`config.mk`:
```
export PLATFORM = sky130hd
export DESIGN_NAME = onewire_rom_search_top
export DESIGN_NICKNAME = d
export VERILOG_FILES = /design/src/rtl/orsrch_pkg.sv /design/src/rtl/orsrch_in_reg.sv /design/src/rtl/orsrch_engine.sv /design/src/rtl/orsrch_out_reg.sv /design/src/rtl/onewire_rom_search_top.sv
export SDC_FILE = /design/constraint.sdc
export NUM_CORES = 1
export LEC_CHECK = 0
export BUFFER_PORTS_ARGS = -buffer_cell sky130_fd_sc_hd__buf_2
export CORE_AREA = 2 2 206 208
export CTS_BUF_LIST = sky130_fd_sc_hd__clkbuf_4 sky130_fd_sc_hd__clkbuf_8
export DETAILED_ROUTE_END_ITERATION = 8
export DIE_AREA = 0 0 208 210
export PLACE_DENSITY = 0.49
export SLEW_MARGIN = 20
export SYNTH_ARGS = -nofsm -noshare
export SYNTH_HDL_FRONTEND = slang
export SYNTH_SLANG_ARGS = --single-unit
```
`constraint.sdc`:
```
create_clock -name clk_i -period 3.6 [get_ports clk_i]
set_input_delay 0.72 -clock clk_i [delete_from_list [all_inputs] [get_ports clk_i]]
set_output_delay 0.72 -clock clk_i [all_outputs]
set_load 0.005 [all_outputs]
```
`src/rtl/orsrch_pkg.sv`:
```
package orsrch_pkg;

  // Device id width and position encoding
  localparam int unsigned ID_BITS = 64;
  localparam int unsigned IDX_W   = $clog2(ID_BITS);
  localparam int unsigned POS_W   = 7;
  localparam int unsigned CNT_W   = 8;

  // Position marker for "no zero branch taken"
  localparam logic [POS_W-1:0] POS_NONE     = 7'd127;
  // Descent position at search start: past the last bit, no descent yet
  localparam logic [POS_W-1:0] DESCENT_INIT = POS_W'(ID_BITS);
  // Last bit slot of a pass and the position just past it
  localparam logic [POS_W-1:0] POS_LAST     = POS_W'(ID_BITS - 1);
  localparam logic [POS_W-1:0] POS_END      = POS_W'(ID_BITS);
  localparam logic [CNT_W-1:0] MAX_DEV_RST  = 8'd64;

  typedef enum logic [1:0] {
    CMD_NEW_SEARCH = 2'd0,
    CMD_PASS_START = 2'd1,
    CMD_BIT_PAIR   = 2'd2,
    CMD_ABORT      = 2'd3
  } cmd_e;

  typedef enum logic [2:0] {
    ST_BIT_OK    = 3'd0,
    ST_FOUND     = 3'd1,
    ST_NO_DEVICE = 3'd2,
    ST_ENDED     = 3'd3,
    ST_ABORTED   = 3'd4,
    ST_LIMIT     = 3'd5
  } status_e;

  typedef struct packed {
    cmd_e command;
    logic presence;
    logic id_bit;
    logic cmpl_bit;
  } in_item_t;

  typedef struct packed {
    status_e              status;
    logic                 direction_bit;
    logic [ID_BITS-1:0]   rom_id;
    logic                 last_dev;
    logic                 limit_warning;
  } out_item_t;

endpackage

```
`src/rtl/orsrch_in_reg.sv`:
```
module orsrch_in_reg (
  input  logic                  clk_i,
  input  logic                  rst_ni,
  input  logic                  in_valid_i,
  output logic                  in_stall_o,
  input  orsrch_pkg::in_item_t  in_data_i,
  input  logic                  advance_i,
  output logic                  valid_o,
  output orsrch_pkg::in_item_t  data_o
);

  logic                 valid_q, valid_d;
  orsrch_pkg::in_item_t data_q;
  logic                 load;

  // Stage takes a new transaction when empty or when its content moves on
  assign in_stall_o = valid_q && !advance_i;
  assign load       = in_valid_i && !in_stall_o;

  always_comb begin
    valid_d = valid_q;
    if (load) begin
      valid_d = 1'b1;
    end else if (advance_i) begin
      valid_d = 1'b0;
    end
  end

  always_ff @(posedge clk_i or negedge rst_ni) begin
    if (!rst_ni) begin
      valid_q <= 1'b0;
    end else begin
      valid_q <= valid_d;
    end
  end

  // Payload holds no reset
  always_ff @(posedge clk_i) begin
    if (load) begin
      data_q <= in_data_i;
    end
  end

  assign valid_o = valid_q;
  assign data_o  = data_q;

endmodule

```
`src/rtl/orsrch_engine.sv`:
```
module orsrch_engine (
  input  logic                                clk_i,
  input  logic                                rst_ni,
  input  logic                                cfg_we_i,
  input  logic [orsrch_pkg::CNT_W-1:0]        cfg_data_i,
  input  logic                                fire_i,
  input  orsrch_pkg::in_item_t                item_i,
  output orsrch_pkg::out_item_t               result_o
);

  // Search state
  logic [orsrch_pkg::CNT_W-1:0]   max_dev_q;
  logic [orsrch_pkg::ID_BITS-1:0] prev_id_q, prev_id_d;
  logic [orsrch_pkg::ID_BITS-1:0] cur_id_q, cur_id_d;
  logic [orsrch_pkg::ID_BITS-1:0] saved_id_q, saved_id_d;
  logic [orsrch_pkg::POS_W-1:0]   bit_pos_q, bit_pos_d;
  logic [orsrch_pkg::POS_W-1:0]   last_zero_q, last_zero_d;
  logic [orsrch_pkg::POS_W-1:0]   descent_q, descent_d;
  logic [orsrch_pkg::CNT_W-1:0]   pass_cnt_q, pass_cnt_d;
  logic                           done_q, done_d;
  logic                           active_q, active_d;
  logic                           warn_q, warn_d;

  // Bit slot decision
  logic [orsrch_pkg::IDX_W-1:0]   idx;
  logic                           want;
  logic                           dir;
  logic                           limit_hit;
  logic [orsrch_pkg::POS_W-1:0]   lz_new;
  logic [orsrch_pkg::ID_BITS-1:0] cur_new;

  assign idx       = bit_pos_q[orsrch_pkg::IDX_W-1:0];
  assign limit_hit = pass_cnt_q >= max_dev_q;

  always_comb begin
    if (bit_pos_q == descent_q) begin
      want = 1'b1;
    end else if (bit_pos_q > descent_q) begin
      want = 1'b0;
    end else begin
      want = prev_id_q[idx];
    end
  end

  // Both bits low is a discrepancy: follow the chosen branch
  assign dir     = (!item_i.id_bit && !item_i.cmpl_bit) ? want : item_i.id_bit;
  assign lz_new  = (!item_i.id_bit && !item_i.cmpl_bit && !want) ? bit_pos_q : last_zero_q;
  assign cur_new = cur_id_q | (orsrch_pkg::ID_BITS'(dir) << idx);

  // Next state and result
  always_comb begin
    prev_id_d   = prev_id_q;
    cur_id_d    = cur_id_q;
    saved_id_d  = saved_id_q;
    bit_pos_d   = bit_pos_q;
    last_zero_d = last_zero_q;
    descent_d   = descent_q;
    pass_cnt_d  = pass_cnt_q;
    done_d      = done_q;
    active_d    = active_q;
    warn_d      = warn_q;

    result_o               = '0;
    result_o.status        = orsrch_pkg::ST_BIT_OK;
    result_o.direction_bit = 1'b1;

    unique case (item_i.command)
      orsrch_pkg::CMD_NEW_SEARCH: begin
        cur_id_d    = saved_id_q;
        prev_id_d   = '0;
        bit_pos_d   = '0;
        last_zero_d = orsrch_pkg::POS_NONE;
        descent_d   = orsrch_pkg::DESCENT_INIT;
        pass_cnt_d  = '0;
        done_d      = 1'b0;
        active_d    = 1'b0;
        warn_d      = 1'b0;
      end
      orsrch_pkg::CMD_ABORT: begin
        active_d        = 1'b0;
        done_d          = 1'b1;
        result_o.status = orsrch_pkg::ST_ABORTED;
      end
      orsrch_pkg::CMD_PASS_START: begin
        priority if (done_q) begin
          result_o.status = orsrch_pkg::ST_ENDED;
        end else if (active_q) begin
          // restart of the running pass, not counted again
          cur_id_d  = '0;
          bit_pos_d = '0;
        end else if (limit_hit) begin
          result_o.status = orsrch_pkg::ST_LIMIT;
        end else if (!item_i.presence) begin
          done_d          = 1'b1;
          result_o.status = orsrch_pkg::ST_NO_DEVICE;
        end else begin
          pass_cnt_d = pass_cnt_q + 1'b1;
          prev_id_d  = cur_id_q;
          cur_id_d   = '0;
          bit_pos_d  = '0;
          active_d   = 1'b1;
        end
      end
      orsrch_pkg::CMD_BIT_PAIR: begin
        priority if (!active_q || bit_pos_q >= orsrch_pkg::POS_END) begin
          if (done_q) begin
            result_o.status = orsrch_pkg::ST_ENDED;
          end else begin
            result_o.status = orsrch_pkg::ST_NO_DEVICE;
          end
        end else if (item_i.id_bit && item_i.cmpl_bit) begin
          // nobody answered the slot
          active_d        = 1'b0;
          warn_d          = warn_q | limit_hit;
          result_o.status = orsrch_pkg::ST_NO_DEVICE;
        end else begin
          cur_id_d               = cur_new;
          last_zero_d            = lz_new;
          bit_pos_d              = bit_pos_q + 1'b1;
          result_o.direction_bit = dir;
          if (bit_pos_q == orsrch_pkg::POS_LAST) begin
            // pass complete
            active_d         = 1'b0;
            descent_d        = lz_new;
            result_o.status  = orsrch_pkg::ST_FOUND;
            result_o.rom_id  = cur_new;
            if (lz_new == descent_q || lz_new == orsrch_pkg::POS_NONE) begin
              result_o.last_dev = 1'b1;
              saved_id_d        = '0;
              done_d            = 1'b1;
            end else begin
              saved_id_d = cur_new;
              warn_d     = warn_q | limit_hit;
            end
          end
        end
      end
      default: begin
        result_o.status = orsrch_pkg::ST_BIT_OK;
      end
    endcase

    result_o.limit_warning = warn_d;
  end

  always_ff @(posedge clk_i or negedge rst_ni) begin
    if (!rst_ni) begin
      max_dev_q <= orsrch_pkg::MAX_DEV_RST;
    end else if (cfg_we_i) begin
      max_dev_q <= cfg_data_i;
    end
  end

  always_ff @(posedge clk_i or negedge rst_ni) begin
    if (!rst_ni) begin
      prev_id_q   <= '0;
      cur_id_q    <= '0;
      saved_id_q  <= '0;
      bit_pos_q   <= '0;
      last_zero_q <= orsrch_pkg::POS_NONE;
      descent_q   <= orsrch_pkg::DESCENT_INIT;
      pass_cnt_q  <= '0;
      done_q      <= 1'b0;
      active_q    <= 1'b0;
      warn_q      <= 1'b0;
    end else if (fire_i) begin
      prev_id_q   <= prev_id_d;
      cur_id_q    <= cur_id_d;
      saved_id_q  <= saved_id_d;
      bit_pos_q   <= bit_pos_d;
      last_zero_q <= last_zero_d;
      descent_q   <= descent_d;
      pass_cnt_q  <= pass_cnt_d;
      done_q      <= done_d;
      active_q    <= active_d;
      warn_q      <= warn_d;
    end
  end

endmodule

```
`src/rtl/orsrch_out_reg.sv`:
```
module orsrch_out_reg (
  input  logic                   clk_i,
  input  logic                   rst_ni,
  input  logic                   load_i,
  input  orsrch_pkg::out_item_t  data_i,
  output logic                   ready_o,
  output logic                   out_valid_o,
  input  logic                   out_stall_i,
  output orsrch_pkg::out_item_t  out_data_o
);

  logic                  valid_q, valid_d;
  orsrch_pkg::out_item_t data_q;

  // Free when empty or when the waiting transaction is taken this cycle
  assign ready_o = !valid_q || !out_stall_i;

  always_comb begin
    valid_d = valid_q;
    if (load_i) begin
      valid_d = 1'b1;
    end else if (!out_stall_i) begin
      valid_d = 1'b0;
    end
  end

  always_ff @(posedge clk_i or negedge rst_ni) begin
    if (!rst_ni) begin
      valid_q <= 1'b0;
    end else begin
      valid_q <= valid_d;
    end
  end

  always_ff @(posedge clk_i) begin
    if (load_i) begin
      data_q <= data_i;
    end
  end

  assign out_valid_o = valid_q;
  assign out_data_o  = data_q;

endmodule

```
`src/rtl/onewire_rom_search_top.sv`:
```
// Channel | Signals                               | Direction
// input   | in_valid_i, in_stall_o, in_data_i     | bit slot / command in
// output  | out_valid_o, out_stall_i, out_data_o  | one result per command out
// config  | cfg_we_i, cfg_data_i                  | max_devices write
//
// One transaction per cycle sustained while out_stall_i is low: the decision
// is a single stage between the input register and the result register,
// state updated as it moves on. An accepted command waits in the input
// register, then its result is loaded into the result register and presented.
// Reset leaves a fresh search with max_devices at 64.
// An output stall holds the result register; the input register then fills
// and in_stall_o rises.
module onewire_rom_search_top (
  input  logic                             clk_i,
  input  logic                             rst_ni,
  input  logic                             in_valid_i,
  output logic                             in_stall_o,
  input  orsrch_pkg::in_item_t             in_data_i,
  output logic                             out_valid_o,
  input  logic                             out_stall_i,
  output orsrch_pkg::out_item_t            out_data_o,
  input  logic                             cfg_we_i,
  input  logic [orsrch_pkg::CNT_W-1:0]     cfg_data_i
);

  logic                  advance;
  logic                  stage_valid;
  logic                  fire;
  orsrch_pkg::in_item_t  stage_item;
  orsrch_pkg::out_item_t result;

  assign fire = stage_valid && advance;

  orsrch_in_reg u_in_reg (
    .clk_i      (clk_i),
    .rst_ni     (rst_ni),
    .in_valid_i (in_valid_i),
    .in_stall_o (in_stall_o),
    .in_data_i  (in_data_i),
    .advance_i  (advance),
    .valid_o    (stage_valid),
    .data_o     (stage_item)
  );

  orsrch_engine u_engine (
    .clk_i      (clk_i),
    .rst_ni     (rst_ni),
    .cfg_we_i   (cfg_we_i),
    .cfg_data_i (cfg_data_i),
    .fire_i     (fire),
    .item_i     (stage_item),
    .result_o   (result)
  );

  orsrch_out_reg u_out_reg (
    .clk_i       (clk_i),
    .rst_ni      (rst_ni),
    .load_i      (fire),
    .data_i      (result),
    .ready_o     (advance),
    .out_valid_o (out_valid_o),
    .out_stall_i (out_stall_i),
    .out_data_o  (out_data_o)
  );

endmodule
```
Yosys cells after proc, flatten, opt, wreduce, memory -nomap -nowiden
Cells that the tools add are included.
{"block": "classes", "shifts": 1, "n_reduce_logical": 32, "addsub": 2, "eq_ne": 19, "n_mux": 74, "order_cmp": 4, "bitwise_logic": 6}
{"op": "$mux 64", "n": 11}
{"op": "$pmux 64 s3", "n": 1}
{"op": "$pmux 64 s2", "n": 1}
{"op": "$mux 7", "n": 12}
{"op": "$or 64x64->64", "n": 1}
{"op": "$shl 1x6->64", "n": 1}
{"op": "$mux 8", "n": 4}
{"op": "$mux 1", "n": 30}
{"op": "$pmux 7 s2", "n": 2}
{"op": "$pmux 7 s3", "n": 1}
{"op": "$pmux 8 s2", "n": 1}
{"op": "$mux 3", "n": 5}
{"op": "$reduce_and 5->1", "n": 3}
{"op": "$eq 7x7->1", "n": 2}
{"op": "$ne 2x2->1 const B", "n": 6}
{"op": "$pmux 3 s3", "n": 1}
{"op": "$add 8x1->8 const B", "n": 1}
{"op": "$ge 8x8->1", "n": 1}
{"op": "$logic_not 1->1", "n": 8}
{"op": "$reduce_and 4->1", "n": 2}
{"op": "$add 7x1->7 const B", "n": 1}
{"op": "$eq 7x6->1 const B", "n": 1}
{"op": "$eq 7x7->1 const B", "n": 1}
{"op": "$ge 7x7->1 const B", "n": 1}
{"op": "other kinds (24)", "n": 40}
{"block": "word_totals", "out_inout_bits": 72, "ff_bits": 309, "elab_cells": 160, "input_bits": 18}

Depth between registers and ports, before layout
{"block": "logic_depth", "word_depth": 14, "mapped_depth": 18, "mapped_depth_nobuf": 11}

By module
Synthesis repeated with hierarchy kept, for this count alone.
{"block": "unflattened", "hier_cells": 1427, "area_unflattened_um2": 14959.3}
{"mod": "orsrch_engine", "area_per_inst_um2": 12607.1, "seq_area_each_um2": 5816.8, "instances": 1, "cells_each": 1343}
{"mod": "orsrch_out_reg", "area_per_inst_um2": 2138.3, "seq_area_each_um2": 2127.0, "instances": 1, "cells_each": 73}
{"mod": "orsrch_in_reg", "area_per_inst_um2": 207.7, "seq_area_each_um2": 175.2, "instances": 1, "cells_each": 10}
{"mod": "onewire_rom_search_top", "area_per_inst_um2": 6.3, "seq_area_each_um2": 0.0, "instances": 1, "cells_each": 1}

Least setup slack after synthesis
OpenSTA, ideal clock, no wires.
{"block": "synth_path", "path_kind": "input to register", "start": "input port out_stall_i", "end": "register u_engine.saved_id_q[23] (netlist name)", "n_path_buf": 1, "t_required_ps": 3457, "setup_time_ps": 143, "path_stages": 7, "path_slack_ps": -76, "arrival_time_ps": 3533, "path_cell_list": "nand2_1 -> nand2_1 -> inv_1 -> nand3_1 -> nor2_8 -> buf_6 -> a211oi_1"}
{"block": "synth_between", "elab_chain_cells": 4}
{"item": "start, declared", "line": "onewire_rom_search_top.sv:20", "text": "input logic out_stall_i,"}
{"item": "$logic_not 1->1", "line": "orsrch_out_reg.sv:16", "text": "assign ready_o = !valid_q || !out_stall_i;"}
{"item": "$logic_or 1x1->1", "line": "orsrch_out_reg.sv:16"}
{"item": "$logic_and 1x1->1", "line": "onewire_rom_search_top.sv:32", "text": "assign fire = stage_valid && advance;"}
{"item": "net fire", "line": "onewire_rom_search_top.sv:28", "text": "logic fire;"}
{"item": "$reduce_and 5->1 (no line)"}
{"item": "end signal, assigned", "line": "orsrch_engine.sv:169", "text": "saved_id_q <= saved_id_d;"}
{"item": "end, declared", "line": "orsrch_engine.sv:15", "text": "logic [orsrch_pkg::ID_BITS-1:0] saved_id_q, saved_id_d;"}
The timed path passes the listed nets, and every way through them passes these cells.
A chain may end at the register's enable or synchronous reset.

Worst setup path after layout
{"block": "layout_path", "start": "register u_engine.bit_pos_q[1] (netlist name)", "end": "register u_engine.saved_id_q[17] (netlist name)"}
{"block": "layout_between", "elab_chain_cells": 10, "elab_cells_between_ends": 21, "classes_between": "order compare (2); eq/ne (4); shift (1); mux (7); bitwise (2); reduce/logical (5)"}
{"item": "start, declared", "line": "orsrch_engine.sv:16", "text": "logic [orsrch_pkg::POS_W-1:0] bit_pos_q, bit_pos_d;"}
{"item": "start signal, assigned", "line": "orsrch_engine.sv:170", "text": "bit_pos_q <= bit_pos_d;"}
{"item": "$bmux 1 s6", "line": "orsrch_engine.sv:41", "text": "want = prev_id_q[idx];"}
{"item": "$mux 1 (implied by the code)", "line": "orsrch_engine.sv:41"}
{"item": "$mux 1", "line": "orsrch_engine.sv:38", "text": "end else if (bit_pos_q > descent_q) begin"}
{"item": "$mux 1", "line": "orsrch_engine.sv:36", "text": "if (bit_pos_q == descent_q) begin"}
{"item": "$logic_not 1->1", "line": "orsrch_engine.sv:47", "text": "assign lz_new = (!item_i.id_bit && !item_i.cmpl_bit && !want) ? bit_pos_q : last_zero_q;"}
{"item": "$logic_and 1x1->1", "line": "orsrch_engine.sv:47"}
{"item": "$mux 7", "line": "orsrch_engine.sv:47"}
{"item": "$eq 7x7->1", "line": "orsrch_engine.sv:127", "text": "if (lz_new == descent_q || lz_new == orsrch_pkg::POS_NONE) begin"}
{"item": "$logic_or 1x1->1", "line": "orsrch_engine.sv:127"}
{"item": "$mux 64", "line": "orsrch_engine.sv:127"}
Several ways; a longest one is shown, not always the timed one. The select of a mux whose other input is x is not followed.

==> reports/qor.yml <==
layout.cells.non_filler: 2123
critical_path_required_ns: 4.07
crit_buf_inv: 1
cts_root_buf: "clkbuf_8"
yosysTopAreaCellShare_pct: 39.1
cts.path.max_buffers: 3
finalCritPeriodShare_pct: 87.6
r2r-start: "u_engine.bit_pos_q[1]$_DFFE_PN0P_"
place_inst: 2020
path_class: "flop to flop"
final_nets: 1578
critPathLaunch: "u_engine.bit_pos_q[1]$_DFFE_PN0P_"
port-buffer-count: 89
detail-route-antenna-nets: 0
fin_crit_ns: 3.15
hold_class: "input pin to asynchronous set/reset pin"
status: "complete, no violations"
io_pins: 90
synthArstFlopShare_pct: 75.7
synth_ff_type: "dfrtp_1"
clock_latency_ns: 0.63
hold_buffers: 0
viasPerCell: 5.33
post_cts_buffers: 0
fin_skew_ns: 0.0161
numCtsBuffers: 55
tightest_slew_ns: 1.06
die_w_um: 208
postSynthCellCount: 1450
path_cells: "ha_1, nor2b_1, o21ai_0, nand2b_1, a21oi_1, and4bb_2, nand4bb_4, mux2_4, nor2_8, buf_4, a211oi_1"
fillers: 4232
antenna_found_initial: 0
synth.ff_latch_count: 309
drt_iter0_markers: 699
crit_path_top_delay_cell: "dfrtp_1"
fin_setup_tns_ns: 0
clock-sinks: 309
max-vdd-ir-drop_v: 0.000247
finalPower_mw: 9.27
synth_area_um2: 14400
rsz0062_at_grt: "no"
pre_cts_ws_ns: 0.496
cellPowerDensity_nw_per_um2: 553
overflow: 0
grt_pass1_vias: 11600
syn_nets: 1490
setup_slack_ns: 0.447
arrival_ns: 3.62
hold_violations: 0
htree_levels: 2
die_h_um: 210
start_util_pct: 34.8
synth_top_cell_by_area: "dfrtp_1"
synth-edff-count: 75
yosysSeqAreaShare_pct: 56.3
ctsResizeCount: 0
start_kind: "flop"
grt_util_all_layers_pct: 19.6
cts_tree: "yes"
yosysWarnings: 0
post-dp-hpwl_mm: 26.4
drc: 0
dr.pass1.iters: 5
num_antenna_cells: 0
relSlewSlack_pct: 29.0
reg2reg_slack_ns: 0.45
drive_gt1_share_pct: 17.1
final_max_slew_viol_count: 0
finalSetupViolations: 0
syn-mean-instance-area_um2: 9.94
final_common_cell: "dfrtp_1"
drt_wl_total_mm: 42.5
critPathCaptureType: "flop"
leakagePower_nw: 7.03
critPathMaxStageDelay_ns: 0.56
dieArea_um2: 43700
num_rows: 75
area_growth_pct: 16.2
crit_path_max_fanout: 23
clkSlewWorstSetupHoldPaths_ns: 0.06
wl_per_cell_um: 20.0
gp_congestion: 0.835
critical_path.top_delay_family: "simple AND/OR/NAND/NOR gates"
coreArea_um2: 41500
cap_violations: 0
grt_pass1_wl_mm: 67.7
grt_max_degree: 102
yosysUniqueCellTypes: 62
fmax_mhz: 317
synth_area_leaders: "dfrtp_1 (39%), edfxtp_1 (16%), nor2_1 (5.2%), nand2_1 (5.1%), a211oi_1 (4.6%)"
dr_total_vias: 11300
mostFrequentLayoutCells: "dfrtp_1 (224), nor2_1 (196), nand2_1 (193)"
==> power by group <==
part           internal, mW  switching, mW
Sequential             3.91          0.288
Combinational         0.569          0.913
Clock                  2.05           1.53
==> sequential cells by signal (all words and copies together), names as in the netlist <==
name	flops
u_engine.descent_q	7
u_engine.saved_id_q	64
u_engine.warn_q	1
u_out_reg.out_data_o	70
u_engine.done_q	1
u_engine.max_dev_q	8
u_engine.bit_pos_q	7
u_engine.last_zero_q	7
u_engine.cur_id_q	64
u_out_reg.out_valid_o	1
u_in_reg.data_o	5
u_engine.prev_id_q	64
u_in_reg.valid_o	1
u_engine.active_q	1
u_engine.pass_cnt_q	8
==> cell families (layout without fill, tap and decap cells) <==
family	after synthesis	after routing	share of synthesized area (%)
XOR/XNOR	16	16	0.972
AND/OR/NAND/NOR	526	526	15.7
flip-flops	309	309	56.3
AO/OA/AOI/OAI	398	398	17.5
adder cells (fa/ha/maj)	22	22	1.91
buffers and inverters	138	272	4.45
multiplexers	41	41	3.07
==> worst reg2reg max path, delay by kind of cell, from the launching register on <==
kind            cells  cell delay [ns]
compound gates      3             0.55
fa+ha+maj           1             0.32
buf+inv             1             0.31
flops               1             0.56
mux                 1             0.37
simple gates        5             0.90
==> cells in the mapped netlist (5+ instances only) <==
| cell type | n |
|---|---|
| nor3_1 | 62 |
| nor2_1 | 199 |
| a22o_1 | 8 |
| nand4_1 | 5 |
| a211oi_1 | 89 |
| o21ai_0 | 99 |
| xnor2_1 | 9 |
| clkbuf_1 | 71 |
| and2_1 | 8 |
| xor2_1 | 7 |
| buf_4 | 5 |
| a31oi_1 | 37 |
| buf_6 | 7 |
| edfxtp_1 | 75 |
| nand2b_1 | 8 |
| nand3_1 | 16 |
| o22a_1 | 7 |
| buf_2 | 24 |
| nor2b_1 | 9 |
| a21o_1 | 5 |
| a22oi_1 | 11 |
| dfstp_2 | 9 |
| inv_1 | 28 |
| dfrtp_1 | 225 |
| nand2_1 | 195 |
| a311oi_1 | 7 |
| a21oi_1 | 54 |
| ha_1 | 22 |
| o22ai_1 | 64 |
| and3_1 | 6 |
| mux2i_1 | 36 |
==> layer usage <==
layer  share of wire (%)  wire length (um)  track usage, %  vias up
met5                   0                 0               0        -
met4                 2.5              1070            6.90        0
met3                 4.6              1980            3.19       81
met2                  45             19300            30.7      280
met1                  47             20100            27.7     5581
li1                    -                 -               -     5379
==> area by class of cell <==
type | instances | area (um2) | share of cell area [%]
clock buffers | 78 | 986 | 5.89
multi-input cells | 1003 | 5700 | 34.0
inverters | 29 | 113 | 0.672
repair buffers | 140 | 938 | 5.60
clock inverters | 25 | 224 | 1.34
well taps | 539 | 674 | 4.03
flip-flops and latches | 309 | 8120 | 48.5
==> path summary, 6_finish.rpt <==
| check | endpoint | depth (start not counted) |
|---|---|---|
| worst max-delay path | u_engine.saved_id_q[17]$_DFFE_PN0P_ | 11 |
| worst min-delay path | u_engine.max_dev_q[4]$_DFFE_PN0P_ | 1 |
| worst max register to register | u_engine.saved_id_q[17]$_DFFE_PN0P_ | 11 |
| worst min register to register | u_engine.prev_id_q[8]$_DFFE_PN0P_ | 2 |
| max in group asynchronous | u_engine.prev_id_q[26]$_DFFE_PN0P_ | 2 |
| min in group clk_i | u_in_reg.data_o[2]$_DFFE_PP_ | 1 |
==> per-stage QoR <==
stage | area, um2 | hold WS, ns | utilization [%]
after floorplan | 14400 | 0.424 | -
after global placement | 15500 | 0.460 | 37.5
after detailed placement | 15500 | 0.469 | 37.5
after CTS | 16800 | 0.117 | 40.4
after global routing | 16800 | 0.161 | 40.4
final | 16800 | 0.0959 | 40.4
Note: power is estimated with default switching activity, not from simulation.
